File: src/ufrc_pkg.sv
// Shared types and constants for the UART frame receiver with checksum.
// Used by the interfaces, the input queue, the frame parser and the top level.
package ufrc_pkg;

    localparam logic [7:0] SYNC_BYTE_0 = 8'hAA;
    localparam logic [7:0] SYNC_BYTE_1 = 8'h55;
    localparam int HDR_LEN = 6;
    localparam int CAP_DEPTH = 8;
    localparam int SUM_START = 2;
    localparam int CNT_W = 9;
    localparam logic [7:0] MAX_LEN_RESET = 8'd10;
    localparam int QUEUE_DEPTH_DEFAULT = 2;

    typedef enum logic {
        KIND_BYTE = 1'b0,
        KIND_IDLE = 1'b1
    } t_kind;

    typedef struct packed {
        t_kind      kind;
        logic [7:0] data;
    } t_qitem;

    typedef enum logic [1:0] {
        PH_HEADER = 2'd0,
        PH_BODY   = 2'd1,
        PH_DRAIN  = 2'd2
    } t_phase;

    typedef enum logic [2:0] {
        ST_OK        = 3'd0,
        ST_BAD_HDR   = 3'd1,
        ST_LEN_LONG  = 3'd2,
        ST_SUM_BAD   = 3'd3,
        ST_HDR_TMO   = 3'd4,
        ST_BODY_TMO  = 3'd5
    } t_status;

    typedef struct packed {
        t_status    status;
        logic [7:0] version_hi;
        logic [7:0] version_lo;
        logic [7:0] frame_type;
        logic [7:0] payload_len;
        logic [7:0] power_byte;
        logic [7:0] level_byte;
        logic [7:0] received_sum;
        logic [7:0] computed_sum;
    } t_result;

    typedef struct packed {
        logic   valid;
        t_qitem item;
    } t_qhead;

endpackage

File: src/ufrc_if.sv
// Valid/ready channel interfaces for input items, results and configuration writes.
// Depends on ufrc_pkg for the status type.
interface ufrc_item_if;
    logic       valid;
    logic       ready;
    logic       action;
    logic [7:0] rx_byte;
    modport source (output valid, output action, output rx_byte, input ready);
    modport sink (input valid, input action, input rx_byte, output ready);
endinterface

interface ufrc_result_if;
    logic                 valid;
    logic                 ready;
    ufrc_pkg::t_status    status;
    logic [7:0]           version_hi;
    logic [7:0]           version_lo;
    logic [7:0]           frame_type;
    logic [7:0]           payload_len;
    logic [7:0]           power_byte;
    logic [7:0]           level_byte;
    logic [7:0]           received_sum;
    logic [7:0]           computed_sum;
    modport source (output valid, output status, output version_hi, output version_lo,
                    output frame_type, output payload_len, output power_byte,
                    output level_byte, output received_sum, output computed_sum,
                    input ready);
    modport sink (input valid, input status, input version_hi, input version_lo,
                  input frame_type, input payload_len, input power_byte,
                  input level_byte, input received_sum, input computed_sum,
                  output ready);
endinterface

interface ufrc_cfg_if;
    logic       valid;
    logic       ready;
    logic [7:0] data;
    modport source (output valid, output data, input ready);
    modport sink (input valid, input data, output ready);
endinterface

File: src/ufrc_in_queue.sv
// Front end: accepts input items, classifies them as byte or idle gap, and queues them.
// Depends on ufrc_pkg for the queued item type.
module ufrc_in_queue #(
    parameter int DEPTH = ufrc_pkg::QUEUE_DEPTH_DEFAULT
) (
    input  logic             i_clk,
    input  logic             i_rst_n,
    input  logic             i_valid,
    input  logic             i_action,
    input  logic [7:0]       i_rx_byte,
    output logic             o_ready,
    output ufrc_pkg::t_qhead o_head,
    input  logic             i_pop
);

    localparam int PTR_W = (DEPTH > 1) ? $clog2(DEPTH) : 1;
    localparam int CNT_W = $clog2(DEPTH + 1);
    localparam logic [PTR_W-1:0] LAST_PTR = PTR_W'(DEPTH - 1);
    localparam logic [CNT_W-1:0] FULL_CNT = CNT_W'(DEPTH);

    ufrc_pkg::t_qitem r_mem [DEPTH];
    logic [PTR_W-1:0] r_wr_ptr, n_wr_ptr;
    logic [PTR_W-1:0] r_rd_ptr, n_rd_ptr;
    logic [CNT_W-1:0] r_count, n_count;
    ufrc_pkg::t_qitem w_item;
    logic             w_push;
    logic             w_pop;

    assign o_ready = (r_count != FULL_CNT);
    assign w_push = i_valid && o_ready;
    assign w_pop = i_pop && (r_count != '0);
    assign w_item.kind = i_action ? ufrc_pkg::KIND_IDLE : ufrc_pkg::KIND_BYTE;
    assign w_item.data = i_rx_byte;
    assign o_head.valid = (r_count != '0);
    assign o_head.item = r_mem[r_rd_ptr];

    always_comb begin
        n_wr_ptr = r_wr_ptr;
        n_rd_ptr = r_rd_ptr;
        n_count = r_count;
        if (w_push) begin
            n_wr_ptr = (r_wr_ptr == LAST_PTR) ? '0 : r_wr_ptr + 1'b1;
        end
        if (w_pop) begin
            n_rd_ptr = (r_rd_ptr == LAST_PTR) ? '0 : r_rd_ptr + 1'b1;
        end
        if (w_push && !w_pop) begin
            n_count = r_count + 1'b1;
        end else if (!w_push && w_pop) begin
            n_count = r_count - 1'b1;
        end
    end

    always_ff @(posedge i_clk) begin
        if (!i_rst_n) begin
            r_wr_ptr <= '0;
            r_rd_ptr <= '0;
            r_count <= '0;
        end else begin
            r_wr_ptr <= n_wr_ptr;
            r_rd_ptr <= n_rd_ptr;
            r_count <= n_count;
        end
    end

    always_ff @(posedge i_clk) begin
        if (w_push) begin
            r_mem[r_wr_ptr] <= w_item;
        end
    end

endmodule

File: src/ufrc_parser.sv
// Back end: frame state machine that consumes queued items and registers one status result.
// Depends on ufrc_pkg for phases, status codes, item and result types.
module ufrc_parser (
    input  logic             i_clk,
    input  logic             i_rst_n,
    input  logic [7:0]       i_max_len,
    input  ufrc_pkg::t_qhead i_head,
    output logic             o_pop,
    output logic             o_res_valid,
    output ufrc_pkg::t_result o_res,
    input  logic             i_res_ready
);

    localparam int CW = ufrc_pkg::CNT_W;
    localparam int CAP_IW = $clog2(ufrc_pkg::CAP_DEPTH);
    localparam logic [CW-1:0] HDR_CNT = CW'(ufrc_pkg::HDR_LEN);
    localparam logic [CW-1:0] SUM_CNT = CW'(ufrc_pkg::SUM_START);

    ufrc_pkg::t_phase  r_phase, n_phase;
    logic [CW-1:0]     r_count, n_count;
    logic [7:0]        r_sum, n_sum;
    logic [7:0]        r_cap [ufrc_pkg::CAP_DEPTH];
    logic [7:0]        n_cap [ufrc_pkg::CAP_DEPTH];
    logic              r_out_vld, n_out_vld;
    ufrc_pkg::t_result r_out, n_out;

    logic [7:0]        v_cap [ufrc_pkg::CAP_DEPTH];
    logic [7:0]        v_sum;
    logic [CW-1:0]     v_count;
    logic              v_emit;
    logic              v_restart;
    ufrc_pkg::t_status v_status;
    logic [7:0]        v_rsum;
    logic              w_idle;
    logic [7:0]        w_b;

    assign o_pop = i_head.valid && (!r_out_vld || i_res_ready);
    assign w_idle = (i_head.item.kind == ufrc_pkg::KIND_IDLE);
    assign w_b = i_head.item.data;
    assign o_res_valid = r_out_vld;
    assign o_res = r_out;

    always_comb begin
        v_cap = r_cap;
        v_sum = r_sum;
        v_count = r_count;
        v_emit = 1'b0;
        v_restart = 1'b0;
        v_status = ufrc_pkg::ST_OK;
        v_rsum = 8'd0;
        n_phase = r_phase;
        unique case (r_phase)
            ufrc_pkg::PH_HEADER: begin
                if (w_idle) begin
                    if (r_count != '0) begin
                        v_emit = 1'b1;
                        v_status = ufrc_pkg::ST_HDR_TMO;
                        v_restart = 1'b1;
                    end
                end else begin
                    v_cap[r_count[CAP_IW-1:0]] = w_b;
                    if (r_count >= SUM_CNT) begin
                        v_sum = r_sum + w_b;
                    end
                    v_count = r_count + 1'b1;
                    if (v_count == HDR_CNT) begin
                        if (v_cap[0] != ufrc_pkg::SYNC_BYTE_0 ||
                            v_cap[1] != ufrc_pkg::SYNC_BYTE_1) begin
                            v_emit = 1'b1;
                            v_status = ufrc_pkg::ST_BAD_HDR;
                            n_phase = ufrc_pkg::PH_DRAIN;
                        end else if (v_cap[5] > i_max_len) begin
                            v_emit = 1'b1;
                            v_status = ufrc_pkg::ST_LEN_LONG;
                            n_phase = ufrc_pkg::PH_DRAIN;
                        end else begin
                            n_phase = ufrc_pkg::PH_BODY;
                        end
                    end
                end
            end
            ufrc_pkg::PH_BODY: begin
                if (w_idle) begin
                    v_emit = 1'b1;
                    v_status = ufrc_pkg::ST_BODY_TMO;
                    v_restart = 1'b1;
                end else if (r_count < (HDR_CNT + {1'b0, r_cap[5]})) begin
                    if (r_count == HDR_CNT) begin
                        v_cap[6] = w_b;
                    end else if (r_count == HDR_CNT + 1'b1) begin
                        v_cap[7] = w_b;
                    end
                    v_sum = r_sum + w_b;
                    v_count = r_count + 1'b1;
                end else begin
                    v_emit = 1'b1;
                    v_status = (w_b == r_sum) ? ufrc_pkg::ST_OK : ufrc_pkg::ST_SUM_BAD;
                    v_rsum = w_b;
                    n_phase = ufrc_pkg::PH_DRAIN;
                end
            end
            default: begin
                if (w_idle) begin
                    v_restart = 1'b1;
                end
            end
        endcase

        n_out.status = v_status;
        n_out.version_hi = v_cap[2];
        n_out.version_lo = v_cap[3];
        n_out.frame_type = v_cap[4];
        n_out.payload_len = v_cap[5];
        n_out.power_byte = v_cap[6];
        n_out.level_byte = v_cap[7];
        n_out.received_sum = v_rsum;
        n_out.computed_sum = v_sum;

        if (v_restart) begin
            n_phase = ufrc_pkg::PH_HEADER;
            n_count = '0;
            n_sum = 8'd0;
            for (int i = 0; i < ufrc_pkg::CAP_DEPTH; i++) begin
                n_cap[i] = 8'd0;
            end
        end else begin
            n_count = v_count;
            n_sum = v_sum;
            n_cap = v_cap;
        end

        if (o_pop && v_emit) begin
            n_out_vld = 1'b1;
        end else if (i_res_ready) begin
            n_out_vld = 1'b0;
        end else begin
            n_out_vld = r_out_vld;
        end
    end

    always_ff @(posedge i_clk) begin
        if (!i_rst_n) begin
            r_phase <= ufrc_pkg::PH_HEADER;
            r_count <= '0;
            r_sum <= 8'd0;
            r_out_vld <= 1'b0;
            for (int i = 0; i < ufrc_pkg::CAP_DEPTH; i++) begin
                r_cap[i] <= 8'd0;
            end
        end else begin
            r_out_vld <= n_out_vld;
            if (o_pop) begin
                r_phase <= n_phase;
                r_count <= n_count;
                r_sum <= n_sum;
                r_cap <= n_cap;
            end
        end
    end

    always_ff @(posedge i_clk) begin
        if (o_pop && v_emit) begin
            r_out <= n_out;
        end
    end

endmodule

File: src/uart_frame_receiver_checksum_core.sv
// Top level of the UART frame receiver: input queue, frame parser and configuration register.
// Depends on ufrc_pkg, the channel interfaces, ufrc_in_queue and ufrc_parser.
//
// Accepts one received byte or idle-gap event per clock and gives at most one status result
// per frame: ok, bad header, length too long, checksum mismatch, header or body timeout.
// Frames are AA 55, two version bytes, a type byte, a length byte, the payload and an 8-bit
// additive checksum over bytes 2 through the last payload byte. After a result other than a
// timeout, bytes are dropped until an idle gap. The parser takes one item per cycle while
// no result waits to be taken; a result is registered from the item that completes it, after
// that item has passed through the input queue. The input queue of QUEUE_DEPTH items lets the
// input keep moving while a result waits to be taken, and input stalls only when that queue
// is full. The payload length limit register resets to 10 and accepts a write in every cycle.
module uart_frame_receiver_checksum_core #(
    parameter int QUEUE_DEPTH = ufrc_pkg::QUEUE_DEPTH_DEFAULT
) (
    input  logic          i_clk,
    input  logic          i_rst_n,
    ufrc_item_if.sink     i_item,
    ufrc_cfg_if.sink      i_cfg,
    ufrc_result_if.source o_result
);

    logic [7:0]        r_max_len;
    ufrc_pkg::t_qhead  w_head;
    logic              w_pop;
    logic              w_res_valid;
    ufrc_pkg::t_result w_res;

    assign i_cfg.ready = 1'b1;

    always_ff @(posedge i_clk) begin
        if (!i_rst_n) begin
            r_max_len <= ufrc_pkg::MAX_LEN_RESET;
        end else if (i_cfg.valid) begin
            r_max_len <= i_cfg.data;
        end
    end

    ufrc_in_queue #(
        .DEPTH (QUEUE_DEPTH)
    ) u_queue (
        .i_clk     (i_clk),
        .i_rst_n   (i_rst_n),
        .i_valid   (i_item.valid),
        .i_action  (i_item.action),
        .i_rx_byte (i_item.rx_byte),
        .o_ready   (i_item.ready),
        .o_head    (w_head),
        .i_pop     (w_pop)
    );

    ufrc_parser u_parser (
        .i_clk       (i_clk),
        .i_rst_n     (i_rst_n),
        .i_max_len   (r_max_len),
        .i_head      (w_head),
        .o_pop       (w_pop),
        .o_res_valid (w_res_valid),
        .o_res       (w_res),
        .i_res_ready (o_result.ready)
    );

    assign o_result.valid = w_res_valid;
    assign o_result.status = w_res.status;
    assign o_result.version_hi = w_res.version_hi;
    assign o_result.version_lo = w_res.version_lo;
    assign o_result.frame_type = w_res.frame_type;
    assign o_result.payload_len = w_res.payload_len;
    assign o_result.power_byte = w_res.power_byte;
    assign o_result.level_byte = w_res.level_byte;
    assign o_result.received_sum = w_res.received_sum;
    assign o_result.computed_sum = w_res.computed_sum;

`ifndef NO_ASSERTIONS
    a_pop_needs_item: assert property (@(posedge i_clk) disable iff (!i_rst_n)
        w_pop |-> w_head.valid)
        else $error("Parser consumed an item from an empty queue.");

    a_no_pop_when_blocked: assert property (@(posedge i_clk) disable iff (!i_rst_n)
        (o_result.valid && !o_result.ready) |-> !w_pop)
        else $error("Parser advanced while a result was waiting.");

    a_status_range: assert property (@(posedge i_clk) disable iff (!i_rst_n)
        o_result.valid |-> (o_result.status != 3'd6 && o_result.status != 3'd7))
        else $error("Result carries an undefined status code.");

    a_sum_only_on_check: assert property (@(posedge i_clk) disable iff (!i_rst_n)
        (o_result.valid && o_result.status != ufrc_pkg::ST_OK &&
         o_result.status != ufrc_pkg::ST_SUM_BAD) |-> (o_result.received_sum == 8'd0))
        else $error("Received checksum reported for a frame that never reached it.");
`endif

endmodule

File: src/flat_wrapper.sv
// flat-port wrapper written by rule: the top's interface ports become plain ports
module uart_frame_receiver_checksum_core_flat 
#(
    parameter int QUEUE_DEPTH = ufrc_pkg::QUEUE_DEPTH_DEFAULT
)
  (i_clk, i_rst_n, i_item_valid, i_item_action, i_item_rx_byte, i_item_ready, i_cfg_valid, i_cfg_data, i_cfg_ready, o_result_valid, o_result_status, o_result_version_hi, o_result_version_lo, o_result_frame_type, o_result_payload_len, o_result_power_byte, o_result_level_byte, o_result_received_sum, o_result_computed_sum, o_result_ready);
  ufrc_item_if i_item_i ();
  ufrc_cfg_if i_cfg_i ();
  ufrc_result_if o_result_i ();
  input  logic i_clk;
  input  logic i_rst_n;
  input wire logic [$bits(i_item_i.valid)-1:0] i_item_valid;
  input wire logic [$bits(i_item_i.action)-1:0] i_item_action;
  input wire logic [$bits(i_item_i.rx_byte)-1:0] i_item_rx_byte;
  output wire logic [$bits(i_item_i.ready)-1:0] i_item_ready;
  input wire logic [$bits(i_cfg_i.valid)-1:0] i_cfg_valid;
  input wire logic [$bits(i_cfg_i.data)-1:0] i_cfg_data;
  output wire logic [$bits(i_cfg_i.ready)-1:0] i_cfg_ready;
  output wire logic [$bits(o_result_i.valid)-1:0] o_result_valid;
  output wire logic [$bits(o_result_i.status)-1:0] o_result_status;
  output wire logic [$bits(o_result_i.version_hi)-1:0] o_result_version_hi;
  output wire logic [$bits(o_result_i.version_lo)-1:0] o_result_version_lo;
  output wire logic [$bits(o_result_i.frame_type)-1:0] o_result_frame_type;
  output wire logic [$bits(o_result_i.payload_len)-1:0] o_result_payload_len;
  output wire logic [$bits(o_result_i.power_byte)-1:0] o_result_power_byte;
  output wire logic [$bits(o_result_i.level_byte)-1:0] o_result_level_byte;
  output wire logic [$bits(o_result_i.received_sum)-1:0] o_result_received_sum;
  output wire logic [$bits(o_result_i.computed_sum)-1:0] o_result_computed_sum;
  input wire logic [$bits(o_result_i.ready)-1:0] o_result_ready;
  assign i_item_i.valid = i_item_valid;
  assign i_item_i.action = i_item_action;
  assign i_item_i.rx_byte = i_item_rx_byte;
  assign i_item_ready = i_item_i.ready;
  assign i_cfg_i.valid = i_cfg_valid;
  assign i_cfg_i.data = i_cfg_data;
  assign i_cfg_ready = i_cfg_i.ready;
  assign o_result_valid = o_result_i.valid;
  assign o_result_status = o_result_i.status;
  assign o_result_version_hi = o_result_i.version_hi;
  assign o_result_version_lo = o_result_i.version_lo;
  assign o_result_frame_type = o_result_i.frame_type;
  assign o_result_payload_len = o_result_i.payload_len;
  assign o_result_power_byte = o_result_i.power_byte;
  assign o_result_level_byte = o_result_i.level_byte;
  assign o_result_received_sum = o_result_i.received_sum;
  assign o_result_computed_sum = o_result_i.computed_sum;
  assign o_result_i.ready = o_result_ready;
  uart_frame_receiver_checksum_core #(.QUEUE_DEPTH(QUEUE_DEPTH)) u_core (.i_clk(i_clk), .i_rst_n(i_rst_n), .i_item(i_item_i), .i_cfg(i_cfg_i), .o_result(o_result_i));
endmodule
File: config.mk
export PLATFORM = sky130hd
export DESIGN_NAME = uart_frame_receiver_checksum_core_flat
export DESIGN_NICKNAME = d
export VERILOG_FILES = /design/src/ufrc_pkg.sv /design/src/ufrc_if.sv /design/src/ufrc_in_queue.sv /design/src/ufrc_parser.sv /design/src/uart_frame_receiver_checksum_core.sv /design/src/flat_wrapper.sv
export SDC_FILE = /design/constraint.sdc
export NUM_CORES = 1
export LEC_CHECK = 0
export ABC_CLOCK_PERIOD_IN_PS = 10100
export BUFFER_PORTS_ARGS = -buffer_cell sky130_fd_sc_hd__buf_2
export CORE_ASPECT_RATIO = 1.1
export CORE_UTILIZATION = 42
export DETAILED_ROUTE_END_ITERATION = 10
export PLACE_DENSITY = 0.6
export SLEW_MARGIN = 20
export SYNTH_ARGS = -nofsm -noshare
export SYNTH_HDL_FRONTEND = slang
export SYNTH_SLANG_ARGS = --single-unit
File: constraint.sdc
create_clock -name i_clk -period 10.1 [get_ports i_clk]
set_clock_uncertainty 0.05 [all_clocks]
set_input_delay 2.525 -clock i_clk [delete_from_list [all_inputs] [get_ports i_clk]]
set_output_delay 2.525 -clock i_clk [all_outputs]
set_load 0.02 [all_outputs]
==> impl_results.rst, run 1 <==
.. list-table::
   :header-rows: 1

   * - Metric
     - Value
   * - Kind of critical path
     - in2reg
   * - R2R Setup Slk
     - 4.85 ns
   * - TritonCTS clock tree
     - done
   * - WP data required
     - 10.12 ns
   * - Relative slew slack
     - 28.4%
   * - Final Max Slew Viols
     - 0
   * - Max-capacitance violation count
     - 0
   * - NumNets Final
     - 934
   * - H-tree level count
     - 4
   * - Vias after detailed routing
     - 6,422
   * - Post-synthesis to final-layout area growth
     - 14.7%
   * - Worst vdd ir
     - 0.136 mV
   * - Number of buffers created by CTS
     - 17
   * - Startpoint kind of the worst setup timing path
     - primary input
   * - CTS Root Buffer Type
     - sky130_fd_sc_hd__clkbuf_16
   * - Top-Level Pins
     - 92
   * - Number of hold buffers added after cts
     - 0
   * - Violation count after the first detailed-route iteration
     - 509
   * - Count of input and output buffers
     - 90
   * - Arr. time, crit path
     - 5.29 ns
   * - # diodes
     - 0
   * - Status
     - completed
   * - Unrepaired setup endpoints after global routing
     - no
   * - Via count of the first global-routing pass
     - 5,873
   * - Initial core utilization
     - 42.7%
   * - Capturing element type of the critical path
     - flip-flop
   * - Accumulated negative setup slack
     - 0 ns
   * - Min Clock Period, post-route
     - 5.27 ns
   * - Count of buffers added by post-CTS timing repair for setup
     - 0
   * - Net count after synthesis
     - 854
   * - Die W
     - 137 um
   * - Seq cells post-synth
     - 182
   * - First-pass GRT wire length
     - 32,700 um
   * - Transition time at the pin with the least slew margin
     - 1.07 ns
   * - Maximum number of pins on one net before global-route repair
     - 64
   * - Async set-reset flop share out of synthesis
     - 0%
   * - Number of enable flip-flop cells after synthesis
     - 85
   * - Final setup violation count
     - 0
   * - Initial antenna violation count
     - 0
   * - Portion of the post-synthesis area used by sequential elements
     - 53.1%
   * - Post-detailed-route wirelength per cell
     - 18.3 um
   * - Cell variety after synth
     - 76
   * - Core Area
     - 19,800 um2
   * - Die outline area
     - 20,700 um2
   * - Height of the die
     - 151 um
   * - Clock insertion delay at the later pin of the skew report
     - 0.43 ns
   * - Combined global-route utilization of all metal layers
     - 21.0%
   * - Detail Route Antenna Nets
     - 0
   * - Vias per std cell
     - 5.60
   * - Routability Congestion
     - 0.899
   * - Count of mapped cells out of synthesis
     - 802
   * - Total of warnings raised by yosys
     - 0
   * - Hold violation count in the final report
     - 0
   * - Average size of a mapped cell
     - 10.5 um2
   * - Main area contributors after synthesis
     - sky130_fd_sc_hd__edfxtp_1 30%, sky130_fd_sc_hd__dfxtp_1 23%, sky130_fd_sc_hd__nor2_1 4.5%
   * - Sink Count
     - 182
   * - Cell type contributing the most total cell area after synthesis
     - sky130_fd_sc_hd__edfxtp_1
   * - Power density over cell area
     - 210 nW/um2
   * - Share of layout cells above drive strength 1
     - 20.0%
   * - Wire length reported by the detailed router
     - 21,000 um
   * - Maximum buffer depth of the clock tree
     - 2
   * - DRC violations left
     - 0
   * - Final cell utilization of the core
     - 49.0%
   * - Max Clock Freq
     - 0.190 GHz
   * - Area of the mapped netlist
     - 8460 um2
   * - Depth of the worst register-to-register path
     - 12
   * - Clock slew at reported path FFs
     - 0.07 ns
   * - Final clock period utilization by the worst path
     - 52.2%
   * - Hold/Removal Path Class
     - reg2reg
   * - Site Rows
     - 54
   * - Estimated wirelength of the detail-placed design
     - 14,300 um
   * - Lkg Pwr
     - 0.00355 uW
   * - Number of search-and-repair iterations in the first detailed-routing pass
     - 5
   * - Post_cts resized
     - 0
   * - Ys flop type
     - sky130_fd_sc_hd__dfxtp_1
   * - Number of cells on the worst hold path
     - 1
   * - Total global routing overflow
     - 0
   * - Crit Path Max Fanout
     - 57
   * - Placed Cells
     - 1,115
   * - Number of standard cells in the final layout excluding fillers
     - 1,147
   * - Share of Yosys cell area claimed by the top area cell type
     - 30.2%
[cell type report]
cell class	count	area, um2
fill	1844	10100
sequential	182	4490
multi-input combinational	553	3710
timing repair buffer	98	510
clock buffer	17	425
tap	252	315
clock inverter	15	136
inverter	30	113
[kinds of logic after synthesis]
family,share of synthesized area (%)
other,0.0443
flip-flops,53.1
buffers and inverters,3.21
adder cells (fa/ha/maj),4.53
XOR/XNOR,1.66
multiplexers,5.67
AND/OR/NAND/NOR,15.0
AO/OA/AOI/OAI,16.7
[registers in the layout (all words and copies together), names as in the netlist, named ones only]
| register | count |
|---|---|
| u_core.u_queue.r_mem | 18 |
| u_core.u_parser.r_cap | 64 |
| u_core.u_parser.o_res_valid | 1 |
| u_core.u_parser.r_sum | 8 |
| u_core.r_max_len | 8 |
| u_core.u_queue.r_rd_ptr | 1 |
| u_core.u_parser.r_count | 9 |
| u_core.u_queue.r_count | 2 |
| u_core.u_parser.o_res | 67 |
| u_core.u_queue.r_wr_ptr | 1 |
| u_core.u_parser.r_phase | 2 |
[metrics by stage]
| stage | cell area, um2 | hold slack [ns] | setup slack, ns | power [uW] |
|---|---|---|---|---|
| after floorplan | 8460 | 0.377 | 1.27 | 1240 |
| after global placement | 9140 | 0.389 | 4.49 | 1410 |
| after detailed placement | 9140 | 0.393 | 4.42 | 1410 |
| after CTS | 9700 | 0.417 | 4.84 | 2040 |
| after global routing | 9700 | 0.434 | 4.50 | 2120 |
| final | 9700 | 0.416 | 4.83 | 2030 |
[worst max-delay path: stages]
cell,delay [ns]
sky130_fd_sc_hd__buf_2,0.08
sky130_fd_sc_hd__nor2b_1,0.07
sky130_fd_sc_hd__nor2_1,0.57
sky130_fd_sc_hd__inv_1,0.60
sky130_fd_sc_hd__nor2_1,0.29
sky130_fd_sc_hd__a21boi_4,0.45
sky130_fd_sc_hd__buf_4,0.67
[where the power goes]
group | internal, uW | switching, uW | total [uW]
registers | 836 | 46.1 | 882
logic | 148 | 368 | 516
clock network | 326 | 311 | 637
total | 1310 | 725 | 2030
[synthesized netlist by cell type, types with 12 or more instances]
cell type and instances:
sky130_fd_sc_hd__a22o_1 17, sky130_fd_sc_hd__o21ai_0 34, sky130_fd_sc_hd__clkbuf_1 27, sky130_fd_sc_hd__ha_1 29, sky130_fd_sc_hd__a21oi_1 35, sky130_fd_sc_hd__a22oi_1 41
sky130_fd_sc_hd__and2_1 14, sky130_fd_sc_hd__mux2_2 27, sky130_fd_sc_hd__inv_1 23, sky130_fd_sc_hd__nand3_1 12, sky130_fd_sc_hd__nand2_1 62, sky130_fd_sc_hd__mux2i_1 13
sky130_fd_sc_hd__nor2_1 101, sky130_fd_sc_hd__nor3_1 14, sky130_fd_sc_hd__dfxtp_1 97, sky130_fd_sc_hd__edfxtp_1 85
[cells in the final DEF (no fill, tap or decap), drive strengths merged, types with 6 or more instances in the layout]
master | synthesis | routed
nor2 | 102 | 102
buf | 10 | 98
dfxtp | 97 | 97
edfxtp | 85 | 85
nand2 | 63 | 63
a22oi | 41 | 41
o21ai | 37 | 37
a21oi | 36 | 36
inv | 25 | 33
ha | 29 | 29
mux2 | 27 | 27
a22o | 17 | 17
clkbuf | 27 | 17
nor3 | 16 | 16
mux2i | 15 | 15
and2 | 14 | 14
nand3 | 12 | 12
clkinv | 5 | 12
nor2b | 10 | 10
o22ai | 9 | 9
and3 | 9 | 9
xor2 | 9 | 9
o2bb2ai | 8 | 8
xnor2 | 7 | 7
o211ai | 6 | 6
nor4 | 6 | 6
[routing by layer]
layer | wire (um) | track usage, % | up-vias | share of wire, %
met3 | 998 | 3.28 | 27 | 4.8
met1 | 9580 | 28.3 | 3057 | 46
met5 | 0 | 0 | - | 0
met4 | 401 | 8.08 | 0 | 1.9
li1 | - | - | 3141 | -
met2 | 10000 | 33.9 | 197 | 48
[path summary, 6_finish.rpt]
kind | start | end
min | u_core.u_parser.r_cap[12] | u_core.u_parser.r_cap[12]
min reg2reg | u_core.u_parser.r_cap[12] | u_core.u_parser.r_cap[12]
max reg2reg | flip-flop | u_core.u_parser.o_res[65]
max | o_result_ready | u_core.u_parser.o_res[65]
Note: power is estimated with default switching activity, not from simulation.
==> inputs of run 2 (changes only) <==
- ABC_AREA: unset -> 1
- ABC_CLOCK_PERIOD_IN_PS: 10100 -> 5300
- clock period: 10.1 -> 5.3 ns (I/O delays scaled with it)
==> run 2 against run 1 <==
  * Cell count increased by 30%
  * Area after synthesis up 6.9%
  * Global-route usage hardly changed
  * Total power grew to 3.0 times the previous value
  * Critical path depth increased by 8
  * Synthesized cell count is 40% higher
  * Register-to-register slack got worse by 3.5 ns
  * Cell area rose by 6.0%
  * Die area rose by 6.8%
  * Largest cell class unchanged
  * Highest routed layer unchanged
==> impl_results.rst, run 2 <==
.. list-table::
   :header-rows: 1

   * - Metric
     - Value
   * - Cell with the biggest individual delay on the critical path
     - sky130_fd_sc_hd__nor3_2
   * - # diodes
     - 0
   * - Total met2 wirelength after detailed routing
     - 10,200 um
   * - Number of enable flip-flop cells after synthesis
     - 85
   * - Seq cells post-synth
     - 182
   * - Crit Path Max Fanout
     - 37
   * - Count of fill cells added during filler insertion
     - 2,044
   * - Status
     - completed
   * - Final Max Slew Viols
     - 0
   * - Clock insertion delay at the later pin of the skew report
     - 0.44 ns
   * - Maximum number of pins on one net before global-route repair
     - 64
   * - Vias after detailed routing
     - 7,610
   * - Count of buffers added by post-CTS timing repair for setup
     - 0
   * - Arr. time, crit path
     - 3.98 ns
   * - Detail Route Antenna Nets
     - 0
   * - Violation count after the first detailed-route iteration
     - 482
   * - Initial core utilization
     - 43.4%
   * - Net count after synthesis
     - 1,178
   * - Final cell utilization of the core
     - 49.3%
   * - Final clock period utilization by the worst path
     - 73.6%
   * - DRC violations left
     - 0
   * - Startpoint kind of the worst setup timing path
     - flip-flop
   * - Final setup violation count
     - 0
   * - Max Clock Freq
     - 0.256 GHz
   * - Hold violation count in the final report
     - 0
   * - Power Total
     - 6200 uW
   * - Largest register FFs
     - 67
   * - Async set-reset flop share out of synthesis
     - 0%
   * - Total met3 wirelength after detailed routing
     - 1060 um
   * - Accumulated negative setup slack
     - 0 ns
   * - Final instance area
     - 10,300 um2
   * - Hold/Removal Path Class
     - reg2reg
   * - Post-synthesis to final-layout area growth
     - 13.7%
   * - Max Used Layer
     - met4
   * - Number of hold buffers added after cts
     - 0
   * - Routability Congestion
     - 0.894
   * - Estimated wirelength of the detail-placed design
     - 15,300 um
   * - Cell type contributing the most total cell area after synthesis
     - sky130_fd_sc_hd__edfxtp_1
   * - Portion of the post-synthesis area used by sequential elements
     - 49.7%
   * - Post-detailed-route wirelength per cell
     - 14.9 um
   * - Wire length reported by the detailed router
     - 22,300 um
   * - Max stage delay on crit path
     - 0.70 ns
   * - Transition time at the pin with the least slew margin
     - 0.978 ns
   * - Number of search-and-repair iterations in the first detailed-routing pass
     - 5
   * - Share of layout cells above drive strength 1
     - 12.3%
   * - Count of mapped cells out of synthesis
     - 1,126
   * - Vias per std cell
     - 5.09
   * - Most common library cell in the layout ignoring fill and taps
     - sky130_fd_sc_hd__nand2_1
   * - Total global routing overflow
     - 0
   * - Average size of a mapped cell
     - 8.03 um2
   * - Most common cell type on the critical path
     - sky130_fd_sc_hd__nand2_1
   * - TritonCTS clock tree
     - done
   * - Total of warnings raised by yosys
     - 0
   * - Cell area reported after detailed placement
     - 9700 um2
   * - NumNets Final
     - 1,250
   * - Crit-path leading delay family
     - simple AND/OR/NAND/NOR gates
   * - Unrepaired setup endpoints after global routing
     - no
   * - Most numerous cell types in the synthesized netlist
     - 309 x sky130_fd_sc_hd__nand2_1, 126 x sky130_fd_sc_hd__nor2_1, 107 x sky130_fd_sc_hd__inv_1
   * - Capturing element type of the critical path
     - flip-flop
   * - Lkg Pwr
     - 0.00417 uW
   * - Top-Level Pins
     - 92
   * - WP data required
     - 5.38 ns
   * - Sink Count
     - 182
   * - Maximum buffer depth of the clock tree
     - 2
   * - First-pass GRT wire length
     - 35,900 um
   * - Min Clock Period, post-route
     - 3.90 ns
   * - Max-capacitance violation count
     - 0
   * - CTS Root Buffer Type
     - sky130_fd_sc_hd__clkbuf_16
   * - Relative slew slack
     - 34.7%
   * - Combined global-route utilization of all metal layers
     - 21.1%
   * - Die outline area
     - 22,100 um2
   * - Routed met1 length
     - 10,500 um
   * - Height of the die
     - 156 um
   * - Power density over cell area
     - 603 nW/um2
   * - Die W
     - 142 um
   * - Area of the mapped netlist
     - 9040 um2
   * - Main area contributors after synthesis
     - sky130_fd_sc_hd__edfxtp_1 28%, sky130_fd_sc_hd__dfxtp_1 21%, sky130_fd_sc_hd__nand2_1 13%
   * - Ys flop type
     - sky130_fd_sc_hd__dfxtp_1
   * - Leading cell type by number of instances after synthesis
     - sky130_fd_sc_hd__nand2_1
   * - Clock slew at reported path FFs
     - 0.07 ns
   * - Kind of critical path
     - reg2reg
   * - Number of buffers created by CTS
     - 17
   * - Share of Yosys cell area claimed by the top area cell type
     - 28.2%
   * - Via count of the first global-routing pass
     - 6,858
   * - Worst vdd ir
     - 0.458 mV
   * - Critical path buffers and inverters
     - 3
   * - Initial antenna violation count
     - 0
   * - Cell variety after synth
     - 42
   * - Site Rows
     - 55
   * - Count of input and output buffers
     - 90
   * - Post_cts resized
     - 0
   * - Most frequent cells in the layout
     - 308 x sky130_fd_sc_hd__nand2_1, 126 x sky130_fd_sc_hd__nor2_1, 106 x sky130_fd_sc_hd__inv_1
   * - Crit-path cells
     - inv_2 > nor3_2 > o21ai_0 > ha_1 > nand2_1 > nor2_1 > nand2_1 > nand2_1 > nand2_1 > nand3_1 > nand2_1 > nand2_1 > nand2_1 > inv_2 > buf_12
   * - H-tree level count
     - 4
   * - Core Area
     - 20,900 um2
-- run 2: worst paths after layout --
kind	from	end	slack [ns]	depth (start not counted)
hold reg to reg	u_core.u_queue.r_rd_ptr	u_core.u_queue.r_rd_ptr	0.41	1
hold / removal	u_core.u_queue.r_rd_ptr	u_core.u_queue.r_rd_ptr	0.41	1
setup reg to reg	u_core.u_parser.r_count[0]	u_core.u_parser.o_res[36]	1.40	15
setup / recovery	u_core.u_parser.r_count[0]	u_core.u_parser.o_res[36]	1.40	15
-- run 2: cells by family (layout without fill, tap and decap cells) --
logic type / count (synthesis) / count (layout) / synth area share (%)
and+or+nand+nor: 514 / 514 / 23.4
DFF: 182 / 182 / 49.7
xor gates and xnor gates: 10 / 10 / 0.969
buffers and inverters: 158 / 243 / 7.17
AOI/OAI and AO/OA: 231 / 231 / 14.5
other: 1 / 1 / 0.0415
adders and majority gates: 30 / 30 / 4.23
-- run 2: worst reg2reg max path, delay by kind of cell, from the launching register on --
kind | cells | cell delay, ns
AOI/OAI and AO/OA | 1 | 0.25
buffers and inverters | 3 | 1.01
DFF | 1 | 0.47
adders and majority gates | 1 | 0.36
and+or+nand+nor | 10 | 1.44
-- run 2: cell type report --
type	instances	area, um2	share of cell area, %
sequential	182	4490	43.7
multi-input combinational	786	3910	38.0
timing repair buffer	96	508	4.94
inverter	115	433	4.21
clock buffer	17	425	4.14
tap	285	357	3.47
clock inverter	15	160	1.56
-- run 2: routing by layer --
metal	vias to the layer above	global-route usage, %
met5	-	0
met4	0	8.24
met3	29	2.92
met2	198	34.6
met1	3490	28.1
li1	3893	-
-- run 2: stage by stage --
step	instances	hold WS (ns)	worst slack [ns]
after global placement	1464	0.386	1.50
after floorplan	1126	0.376	1.22
after CTS	1496	0.408	1.39
after global routing	1496	0.429	0.955
final	1496	0.405	1.40
after detailed placement	1464	0.397	1.43
-- run 2: power by group --
| group | total [uW] | internal (uW) | switching (uW) |
|---|---|---|---|
| Sequential | 2070 | 1900 | 169 |
| Clock | 1240 | 630 | 610 |
| Combinational | 2900 | 736 | 2160 |
